$ cat config.mk
export PLATFORM = sky130hd
export DESIGN_NAME = tilt_fifo
export DESIGN_NICKNAME = d
export VERILOG_FILES = /design/src/rtl/core/tilt_angle_from_acceleration_top_assert.svh /design/src/rtl/core/tilt_fifo.sv
export SDC_FILE = /design/constraint.sdc
export NUM_CORES = 1
export LEC_CHECK = 0
export BUFFER_PORTS_ARGS = -buffer_cell sky130_fd_sc_hd__buf_2
export CAP_MARGIN = 20
export CORE_MARGIN = 2
export CORE_UTILIZATION = 50
export CTS_CLUSTER_DIAMETER = 80
export CTS_CLUSTER_SIZE = 14
export DETAILED_ROUTE_END_ITERATION = 8
export HOLD_SLACK_MARGIN = 0.12
export PLACE_DENSITY = 0.77
export SLEW_MARGIN = 30
export SYNTH_ARGS = -nofsm -noshare
export SYNTH_HDL_FRONTEND = slang
export SYNTH_SLANG_ARGS = --single-unit
$ cat constraint.sdc
create_clock -name clk -period 2.7 [get_ports clk]
set_input_delay 0.135 -clock clk [delete_from_list [all_inputs] [get_ports clk]]
set_output_delay 0.135 -clock clk [all_outputs]
set_load 0.02 [all_outputs]
$ cat src/rtl/core/tilt_angle_from_acceleration_top_assert.svh
// ----------------------------------------------------------------------------
// Tilt angle assertion macros
// Shared concurrent assertion forms, clocked on clk and quiet during rst.
// ----------------------------------------------------------------------------
`ifndef TILT_ANGLE_FROM_ACCELERATION_TOP_ASSERT_SVH
`define TILT_ANGLE_FROM_ACCELERATION_TOP_ASSERT_SVH

// same-cycle implication
`define TILT_ASSERT_NOW(lbl, ante, cons) \
  lbl: assert property (@(posedge clk) disable iff (rst) (ante) |-> (cons)) \
    else $error("tilt: same-cycle check failed");

// next-cycle implication
`define TILT_ASSERT_NEXT(lbl, ante, cons) \
  lbl: assert property (@(posedge clk) disable iff (rst) (ante) |=> (cons)) \
    else $error("tilt: next-cycle check failed");

`endif

$ cat src/rtl/core/tilt_fifo.sv
// ----------------------------------------------------------------------------
// Tilt small queue
// Register-based first-in first-out queue with a show-ahead read port.
// ----------------------------------------------------------------------------
module tilt_fifo #(
  parameter int WIDTH = 8,
  parameter int DEPTH = 2
) (
  input  logic             clk,
  input  logic             rst,
  input  logic             push,
  input  logic [WIDTH-1:0] wdata,
  output logic             full,
  input  logic             pop,
  output logic [WIDTH-1:0] rdata,
  output logic             empty
);
  localparam int AW = (DEPTH > 1) ? $clog2(DEPTH) : 1;
  localparam int CW = $clog2(DEPTH + 1);

  logic [WIDTH-1:0] mem [DEPTH];
  logic [AW-1:0]    wr_ptr;
  logic [AW-1:0]    rd_ptr;
  logic [CW-1:0]    count;
  logic             do_push;
  logic             do_pop;

  assign full    = (count == CW'(DEPTH));
  assign empty   = (count == '0);
  assign do_push = push & ~full;
  assign do_pop  = pop & ~empty;
  assign rdata   = mem[rd_ptr];

  always_ff @(posedge clk) begin
    if (rst) begin
      wr_ptr <= '0;
      rd_ptr <= '0;
      count  <= '0;
    end else begin
      if (do_push) begin
        wr_ptr <= (wr_ptr == AW'(DEPTH - 1)) ? '0 : wr_ptr + 1'b1;
      end
      if (do_pop) begin
        rd_ptr <= (rd_ptr == AW'(DEPTH - 1)) ? '0 : rd_ptr + 1'b1;
      end
      if (do_push && !do_pop) begin
        count <= count + 1'b1;
      end else if (do_pop && !do_push) begin
        count <= count - 1'b1;
      end
    end
  end

  always_ff @(posedge clk) begin
    if (do_push) begin
      mem[wr_ptr] <= wdata;
    end
  end
endmodule

==> results_dict.tcl <==
set metrics [dict create \
    p_total_uw 909 \
    cap_viol_max_count 0 \
    track_usage_pct 14.9 \
    layout-drive-gt1-share_pct 39.8 \
    synth_xor_area_share_pct 3.31 \
    reg2reg_depth 4 \
    synthFlopType "edfxtp_1" \
    yosysMostFrequentCell "edfxtp_1" \
    cts_buffer_depth 2 \
    finalCritPeriodShare_pct 59.0 \
    cp.required_ns 2.94 \
    clock_latency_ns 0.30 \
    cts_tree "done" \
    die_area_sq_um 1920 \
    syn-cell-area_sq_um 793 \
    worst-path-stages 4 \
    power.leakage_nw 0.416 \
    hold_path_depth 4 \
    ys.warnings.count 0 \
    syn_inst 50 \
    setup_viol 0 \
    cts_resized 0 \
    relSlewSlack_pct 73.0 \
    place.gp.congestion 0.636 \
    synthMuxAreaShare_pct 11.4 \
    post-route-drc-count 0 \
    vias 483 \
    io_pins 22 \
    path_buf_inv 0 \
    die_x_um 43.8 \
    drv_slew 0 \
    slowest_delay_ns 0.38 \
    syn_avg_cell_area_sq_um 15.9 \
    synth.area.top_cells "edfxtp_1 61%, dfxtp_1 13%, mux2_2 11%" \
    grt_max_degree 12 \
    htree_levels 1 \
    grt_pass1_vias 456 \
    avgRoutedWirePerCell_um 13.4 \
    clk_pin_slew_worst_paths_ns 0.11 \
    synth.largest_area_cell "edfxtp_1" \
    synth_nets 63 \
    hold_violations 0 \
    antenna_left 0 \
    finClkSkew_ns 0.00368 \
    syn_to_final_growth_pct 29.8 \
    worstPathCellList "o21ai_0 -> ha_1 -> or3_1 -> a21oi_1" \
    fillers 106 \
    grt_pass1_wl_mm 1.95 \
    antenna_found_initial 0 \
    cts_inserted_buffers 3 \
    synth-edff-count 16 \
    synth_top_family_by_area "multiplexers" \
    peakVddDrop_uv 494 \
    min_path_type "input port to flip-flop" \
    synth_simple_gate_area_share_pct 5.84 \
    drtIter0Drc 8 \
    dp.cells 86 \
    tightest_slew_ns 0.405 \
    cp_data_arrival_time_ns 1.83 \
    worst_path_max_delay_cell "dfxtp_1" \
    synth-compound-area-share_pct 3.15 \
    cp_top_family "compound AO/OA/AOI/OAI gates" \
    synth_seq_cells 21 \
    nNetsFinal 97 \
    start_kind "flip-flop" \
    fmax_mhz 628 \
    routed_wl_mm 1.33 \
    path_class "flip-flop to flip-flop" \
    ys_seq_area_share_pct 73.2 \
    synthTopCellsByCount "16 x edfxtp_1, 8 x mux2_2, 5 x dfxtp_1, 5 x nor2_1" \
    clock_sinks 21 \
    clockRootBuffer "clkbuf_4" \
    avgViaCountPerCell 4.88 \
    fp.coreArea_sq_um 1490 \
    rsz0062_at_grt "no" \
    finalSetupTns_ns 0 \
    synth-adder-area-share_pct 1.58 \
    die_h_um 43.8 \
    final_cells 99 \
    setup.worst_path.end_class "flip-flop" \
    drtPass1Iterations 6 \
    ys_async_sr_fraction_pct 0 \
    diodes 0 \
    fin_crit_ns 1.59 \
    ys_types 13 \
    cellPowerDensity_nw_per_um2 883 \
    status "completed" \
    portBuffers 21 \
    synth_top_area_share_pct 60.6 \
    grt-ovfl-total 0 \
    initial_core_util_pct 53.3 \
    crit_fanout 5 \
    rows 14 \
]
[what timing repair did]
item,CTS,global route
setup buffers,0,0
endpoints found under the hold margin,21,0
hold buffers,9,0
[final timing paths]
path              startpoint  endpoint  slack, ns
setup / recovery    count[0]  count[1]       1.11
hold / removal          push    wr_ptr       0.20
setup reg to reg    count[0]  count[1]       1.11
hold reg to reg       wr_ptr    wr_ptr       0.49
[worst min-delay path, cell delays in order]
cell and delay, ns:
buf_2 0.07, inv_1 0.04, o21ai_0 0.15, a21oi_1 0.06
[report_power, final]
group | total (mW) | switching (mW) | internal, mW
combinational | 0.306 | 0.170 | 0.136
sequential | 0.454 | 0.0418 | 0.412
clock | 0.149 | 0.0915 | 0.0575
total | 0.909 | 0.303 | 0.606
[state kept, by name, summed over array words and instances (netlist names), named ones only]
signal / flops
wr_ptr: 1
count: 2
mem: 16
rd_ptr: 1
[kinds of logic (layout without fill, tap and decap cells)]
kind of cell / Yosys count / after routing
AOI/OAI and AO/OA: 5 / 5
buffers and inverters: 3 / 36
and+or+nand+nor: 9 / 9
adders and majority gates: 1 / 1
DFF: 21 / 21
xor gates and xnor gates: 3 / 3
muxes: 8 / 8
[per-layer routing]
layer	up-vias	GRT usage, %	wire [um]
met2	18	27.1	687
met1	214	16.3	537
met4	0	5.45	18
li1	249	-	-
met3	2	4.17	82
met5	-	0	0
[metrics by stage]
step	util, %	area, sq um	hold WS [ns]	setup slack [ns]
after CTS	69.2	1030	0.199	1.08
after detailed placement	61.3	913	0.328	1.11
after floorplan	-	793	0.204	1.11
after global routing	69.2	1030	0.248	1.02
after global placement	61.3	913	0.324	1.21
final	69.2	1030	0.201	1.11
[layout make-up]
| class | instances | area [sq um] | area share [%] |
|---|---|---|---|
| multi-input cells | 26 | 200 | 19.4 |
| well taps | 16 | 20.0 | 1.94 |
| clock buffers | 4 | 26.3 | 2.55 |
| inverters | 2 | 7.51 | 0.729 |
| flip-flops and latches | 21 | 581 | 56.4 |
| repair buffers | 30 | 195 | 19.0 |
[cell usage in the layout, fill, tap and decap left out]
cell,n
nor2_1,5
and2_1,1
clkbuf_1,1
dlygate4sd3_1,9
dfxtp_1,5
o21ai_0,3
nor2b_2,1
inv_1,2
ha_1,1
edfxtp_1,16
clkbuf_4,3
a21oi_1,2
buf_2,21
or3_1,2
xor2_1,3
mux2_2,8
No activity file was read; power rests on OpenSTA's default activity.
