==> config.mk <==
export PLATFORM = sky130hd
export DESIGN_NAME = tilt_front
export DESIGN_NICKNAME = d
export VERILOG_FILES = /design/src/rtl/core/tilt_angle_from_acceleration_top_assert.svh /design/src/rtl/core/tilt_pkg.sv /design/src/rtl/core/tilt_front.sv
export SDC_FILE = /design/constraint.sdc
export NUM_CORES = 1
export LEC_CHECK = 0
export BUFFER_PORTS_ARGS = -buffer_cell sky130_fd_sc_hd__buf_2
export CORE_MARGIN = 1.5
export CORE_UTILIZATION = 45
export CTS_BUF_LIST = sky130_fd_sc_hd__clkbuf_4
export CTS_CLUSTER_DIAMETER = 60
export DETAILED_ROUTE_END_ITERATION = 10
export PLACE_DENSITY = 0.6
export SLEW_MARGIN = 20
export SYNTH_ARGS = -nofsm -noshare
export SYNTH_HDL_FRONTEND = slang
export SYNTH_SLANG_ARGS = --single-unit
==> constraint.sdc <==
create_clock -name clk -period 11.55 [get_ports clk]
set_clock_uncertainty 0.2 [all_clocks]
set_input_delay 2.31 -clock clk [delete_from_list [all_inputs] [get_ports clk]]
set_output_delay 2.31 -clock clk [all_outputs]
set_load 0.02 [all_outputs]
==> src/rtl/core/tilt_angle_from_acceleration_top_assert.svh <==
// ----------------------------------------------------------------------------
// Tilt angle assertion macros
// Shared concurrent assertion forms, clocked on clk and quiet during rst.
// ----------------------------------------------------------------------------
`ifndef TILT_ANGLE_FROM_ACCELERATION_TOP_ASSERT_SVH
`define TILT_ANGLE_FROM_ACCELERATION_TOP_ASSERT_SVH

// same-cycle implication
`define TILT_ASSERT_NOW(lbl, ante, cons) \
  lbl: assert property (@(posedge clk) disable iff (rst) (ante) |-> (cons)) \
    else $error("tilt: same-cycle check failed");

// next-cycle implication
`define TILT_ASSERT_NEXT(lbl, ante, cons) \
  lbl: assert property (@(posedge clk) disable iff (rst) (ante) |=> (cons)) \
    else $error("tilt: next-cycle check failed");

`endif

==> src/rtl/core/tilt_pkg.sv <==
// ----------------------------------------------------------------------------
// Tilt angle package
// Shared types, constants and the arctangent table.
// ----------------------------------------------------------------------------
package tilt_pkg;

  localparam int FRAC_BITS    = 16;
  localparam int CORDIC_STEPS = 24;
  localparam int ANGLE_BITS   = 11;
  localparam int Z_BITS       = 32;

  // tenths per radian is 90000/157; reciprocal of 157 is ceil(2^26/157)
  localparam logic [16:0] SCALE_NUM   = 17'd90000;
  localparam logic [18:0] RECIP_157   = 19'd427445;
  localparam logic [9:0]  MAX_TENTHS  = 10'd900;

  typedef enum logic [1:0] {
    AXIS_Z    = 2'd0,
    AXIS_X    = 2'd1,
    AXIS_Y    = 2'd2,
    AXIS_NONE = 2'd3
  } axis_sel_t;

  typedef struct packed {
    logic root_is_num;  // root feeds the numerator, plain sample the denominator
    logic neg;          // numerator and denominator signs differ
    logic force_zero;   // zero numerator or no axis
    logic force_max;    // zero denominator
  } tilt_flags_t;

  // atan(2^-i) in Q30 radians
  function automatic logic signed [Z_BITS-1:0] atan_q30(input int idx);
    logic signed [Z_BITS-1:0] r;
    case (idx)
      0:  r = 32'sd843314857;
      1:  r = 32'sd497837829;
      2:  r = 32'sd263043837;
      3:  r = 32'sd133525159;
      4:  r = 32'sd67021687;
      5:  r = 32'sd33543516;
      6:  r = 32'sd16775851;
      7:  r = 32'sd8388437;
      8:  r = 32'sd4194283;
      9:  r = 32'sd2097149;
      10: r = 32'sd1048576;
      11: r = 32'sd524288;
      12: r = 32'sd262144;
      13: r = 32'sd131072;
      14: r = 32'sd65536;
      15: r = 32'sd32768;
      16: r = 32'sd16384;
      17: r = 32'sd8192;
      18: r = 32'sd4096;
      19: r = 32'sd2048;
      20: r = 32'sd1024;
      21: r = 32'sd512;
      22: r = 32'sd256;
      23: r = 32'sd128;
      default: r = '0;
    endcase
    return r;
  endfunction

endpackage

==> src/rtl/core/tilt_front.sv <==
// ----------------------------------------------------------------------------
// Tilt front end
// Accepts a sample, picks numerator and denominator sources, sums squares.
// ----------------------------------------------------------------------------
module tilt_front #(
  parameter int SAMPLE_BITS = 13
) (
  input  logic                          clk,
  input  logic                          rst,
  input  logic                          push,
  output logic                          full,
  input  logic signed [SAMPLE_BITS-1:0] accel_x,
  input  logic signed [SAMPLE_BITS-1:0] accel_y,
  input  logic signed [SAMPLE_BITS-1:0] accel_z,
  input  logic [1:0]                    axis_choice,
  output logic                          fr_valid,
  input  logic                          fr_full,
  output logic [2*SAMPLE_BITS-1:0]      fr_sum,
  output logic [SAMPLE_BITS-1:0]        fr_plain,
  output tilt_pkg::tilt_flags_t         fr_flags
);
  import tilt_pkg::*;

  localparam int S   = SAMPLE_BITS;
  localparam int SQW = 2 * S;

  logic [S-1:0]   mag_x, mag_y, mag_z;
  logic [S-1:0]   mag_a, mag_b;
  logic [SQW-1:0] sum_c;
  logic [S-1:0]   plain_c;
  tilt_flags_t    flags_c;
  logic           take;
  logic           hand_off;

  assign mag_x = accel_x[S-1] ? (~accel_x + 1'b1) : accel_x;
  assign mag_y = accel_y[S-1] ? (~accel_y + 1'b1) : accel_y;
  assign mag_z = accel_z[S-1] ? (~accel_z + 1'b1) : accel_z;

  always_comb begin
    mag_a   = mag_x;
    mag_b   = mag_y;
    plain_c = mag_z;
    flags_c = '0;
    unique case (axis_sel_t'(axis_choice))
      AXIS_Z: begin
        flags_c.root_is_num = 1'b1;
        flags_c.neg         = accel_z[S-1];
        flags_c.force_zero  = (mag_x == '0) && (mag_y == '0);
        flags_c.force_max   = (mag_z == '0);
      end
      AXIS_X: begin
        mag_a               = mag_y;
        mag_b               = mag_z;
        plain_c             = mag_x;
        flags_c.neg         = accel_x[S-1];
        flags_c.force_zero  = (mag_x == '0);
        flags_c.force_max   = (mag_y == '0) && (mag_z == '0);
      end
      AXIS_Y: begin
        mag_a               = mag_x;
        mag_b               = mag_z;
        plain_c             = mag_y;
        flags_c.neg         = accel_y[S-1];
        flags_c.force_zero  = (mag_y == '0);
        flags_c.force_max   = (mag_x == '0) && (mag_z == '0);
      end
      AXIS_NONE: begin
        flags_c.force_zero  = 1'b1;
      end
      default: begin
        flags_c.force_zero  = 1'b1;
      end
    endcase
    sum_c = SQW'(mag_a) * SQW'(mag_a) + SQW'(mag_b) * SQW'(mag_b);
  end

  assign hand_off = fr_valid & ~fr_full;
  assign full     = fr_valid & fr_full;
  assign take     = push & ~full;

  always_ff @(posedge clk) begin
    if (rst) begin
      fr_valid <= 1'b0;
    end else if (take) begin
      fr_valid <= 1'b1;
    end else if (hand_off) begin
      fr_valid <= 1'b0;
    end
  end

  always_ff @(posedge clk) begin
    if (take) begin
      fr_sum   <= sum_c;
      fr_plain <= plain_c;
      fr_flags <= flags_c;
    end
  end
endmodule

==> results.yml <==
run_status:
  outcome: "completed"
worst_setup_path:
  crit_family: "adder cells"
  r2r_cells: 3
  r2r_end: "fr_sum[24]$_DFFE_PP_"
  start_kind: "input port"
  cp_num_buf_inv: 6
  crit_required_ps: 11520
  cpMostUsedCell: "fa_1"
  rr_startpoint: "fr_valid$_SDFFE_PP0P_"
  critPathKind: "input port to flop"
  rrSetupSlack_ps: 9830
  crit_slowest_cell: "o21ai_0"
  crit_fanout: 9
  arrival_ps: 10260
  slowest_delay_ps: 640
  endpoint_kind: "flop"
synth:
  synth_area_sq_um: 11900
  synth_edf_count: 43
  async_flop_share_pct: 0
  ys_seq_area_share_pct: 11.0
  ys.flop_type: "edfxtp_1"
  netlist_instances: 1264
  ys_warn_count: 0
  yosys.area.top_type: "fa_1"
  synthDominantCellAreaShare_pct: 40.8
  synth_area_leaders: "fa_1 41%, ha_1 13%, edfxtp_1 11%"
  synth-seq-cells: 44
  avgSynthCellArea_sq_um: 9.43
  synthDistinctLibCells: 61
detailed_routing:
  ant_nets: 0
  viasPerCell: 5.13
  wl_per_cell_microns: 17.3
  post-route-drc-count: 0
  vias: 8721
  first_iter_violations: 571
  dr.pass1.iters: 6
  routed_wirelength_microns: 29400
timing:
  maxSlewHeadroom_pct: 45.6
  final.setup.tns_ps: 0
  fin_crit_sh_pct: 89.1
  setup_viol: 0
  hold_violations: 0
  finalCriticalPeriod_ps: 10290
  worst_pin_slew_ps: 808
  rsz0062_at_grt: "no"
  final_max_slew_viol_count: 0
  fmax_mhz: 97.2
floorplanning:
  row_count: 59
  die_x_microns: 166
  core_sq_um: 26100
  die-area_sq_um: 27500
  die-height_microns: 166
  start_util_pct: 45.7
  io_pins: 90
cts:
  cts.sinks: 44
  insertion_delay_ps: 410
  ctsResizeCount: 0
  cts.path.max_buffers: 2
  cts_made_buffers: 5
  post_cts_buffers: 0
  cts_hold_buf: 0
  htreeDepth: 2
  cts_root_buffer: "clkbuf_4"
  clk_pin_slew_ps: 160
  cts_tree: "built"
global_route:
  antenna_found_initial: 0
  overflow: 0
  grt_usage_pct: 22.8
  grt_pass1_vias: 9633
  grt_first_pass_wirelength_microns: 49300
  grt_max_degree: 44
worst_hold_path:
  min_path_type: "flop to flop"
  worstHoldStart: "fr_valid$_SDFFE_PP0P_"
  hold_depth: 3
  whs_endpoint: "fr_valid$_SDFFE_PP0P_"
cells_and_area:
  diodes: 0
  design_area_sq_um: 12900
  syn_to_final_growth_pct: 8.49
  drive_above_1_share_pct: 10.2
  layout.nets: 1774
  fill_cells: 2529
run:
  drv_cap: 0
place:
  globalplace.congestion: 0.905
  port_buffers: 89
  hpwl_microns: 25600
  dpl_cell_area_sq_um: 12900
[worst register-to-register path, cell delays in order (launching register included)]
cell	delay, ps
dfxtp_1	340
and2_1	180
nor2b_4	110
buf_4	500
[flip-flops by register name, summed over array words and instances (netlist names)]
name      flops
fr_flags      4
fr_plain     13
fr_sum       26
fr_valid      1
[worst max path at each step]
stage	from	end	slack, ps	cells after the start
detailed placement	accel_y[3]	fr_sum[25]$_DFFE_PP_	890	27
floorplan	accel_y[5]	fr_sum[25]$_DFFE_PP_	1800	25
finish	accel_y[3]	fr_sum[25]$_DFFE_PP_	1260	27
global placement	accel_y[5]	fr_sum[25]$_DFFE_PP_	1000	26
global route	accel_y[3]	fr_sum[23]$_DFFE_PP_	770	27
CTS	accel_y[3]	fr_sum[25]$_DFFE_PP_	1330	27
[area by class of cell]
| cell class | instances | area (sq um) | share of cell area (%) |
|---|---|---|---|
| clock buffer | 5 | 37.5 | 0.290 |
| clock inverter | 3 | 23.8 | 0.184 |
| inverter | 351 | 1320 | 10.2 |
| multi-input combinational | 858 | 9250 | 71.6 |
| sequential | 44 | 1310 | 10.1 |
| tap | 335 | 419 | 3.24 |
| timing repair buffer | 105 | 566 | 4.37 |
[stage by stage]
stage / setup WS, ps / hold WS, ps / utilization [%] / instances
after floorplan: 1800 / 586 / - / 1279
after global placement: 1000 / 446 / 49.4 / 1693
after detailed placement: 888 / 474 / 49.4 / 1693
after CTS: 1330 / 494 / 49.6 / 1701
after global routing: 767 / 525 / 49.6 / 1701
final: 1260 / 475 / 49.6 / 1701
[synth_stat cells (7+ instances only)]
library cell / n
clkbuf_1: 24
xor2_1: 23
a221oi_1: 13
o21ai_0: 18
ha_1: 121
o31ai_1: 8
nand2b_1: 7
a21o_1: 7
nor3_1: 8
xnor2_1: 40
nor4_1: 9
edfxtp_1: 43
fa_1: 243
inv_1: 342
o21a_1: 13
nand2_1: 117
a21oi_1: 31
nor2_1: 92
nand3_1: 9
[per-layer routing]
metal  up-vias  GRT usage, %  wire [microns]
met5         -             0               0
met4         0          4.62             544
met3        38          2.81            1580
met2       272          41.1           15100
met1      4367          29.4           12200
li1       4044             -               -
[cells in the final DEF, fill, tap and decap left out, types with 3 or more instances in the layout]
| cell type | netlist | routed |
|---|---|---|
| inv_1 | 342 | 342 |
| fa_1 | 243 | 243 |
| ha_1 | 121 | 121 |
| nand2_1 | 117 | 117 |
| nor2_1 | 92 | 92 |
| buf_2 | 0 | 89 |
| edfxtp_1 | 43 | 43 |
| xnor2_1 | 40 | 40 |
| a21oi_1 | 31 | 31 |
| xor2_1 | 23 | 23 |
| o21ai_0 | 18 | 18 |
| conb_1 | 2 | 17 |
| buf_4 | 0 | 16 |
| o21a_1 | 13 | 13 |
| a221oi_1 | 13 | 13 |
| nor4_1 | 9 | 9 |
| nand3_1 | 9 | 9 |
| o31ai_1 | 8 | 8 |
| nor3_1 | 8 | 8 |
| nand2b_1 | 7 | 7 |
| a21o_1 | 7 | 7 |
| or3_1 | 6 | 6 |
| clkinv_1 | 6 | 6 |
| mux2_2 | 6 | 6 |
| and2_1 | 5 | 5 |
| o41ai_1 | 5 | 5 |
| mux2i_1 | 5 | 5 |
| clkbuf_4 | 0 | 5 |
| or4_1 | 4 | 4 |
| o21ai_1 | 4 | 4 |
| or2_2 | 4 | 4 |
| a21boi_0 | 3 | 3 |
| nor2b_1 | 4 | 3 |
| o21bai_1 | 3 | 3 |
| a211oi_1 | 3 | 3 |
[kinds of logic after synthesis]
family | synth area share (%)
buf+inv | 11.9
fa+ha+maj | 53.5
simple gates | 10.6
compound gates | 7.04
xor+xnor | 4.63
flops | 11.0
mux | 1.29
other cells | 0.0630
Power is left out: the tool's default activity adds up to more than one toggle a clock period on the data nets, which glitch-free logic cannot reach.
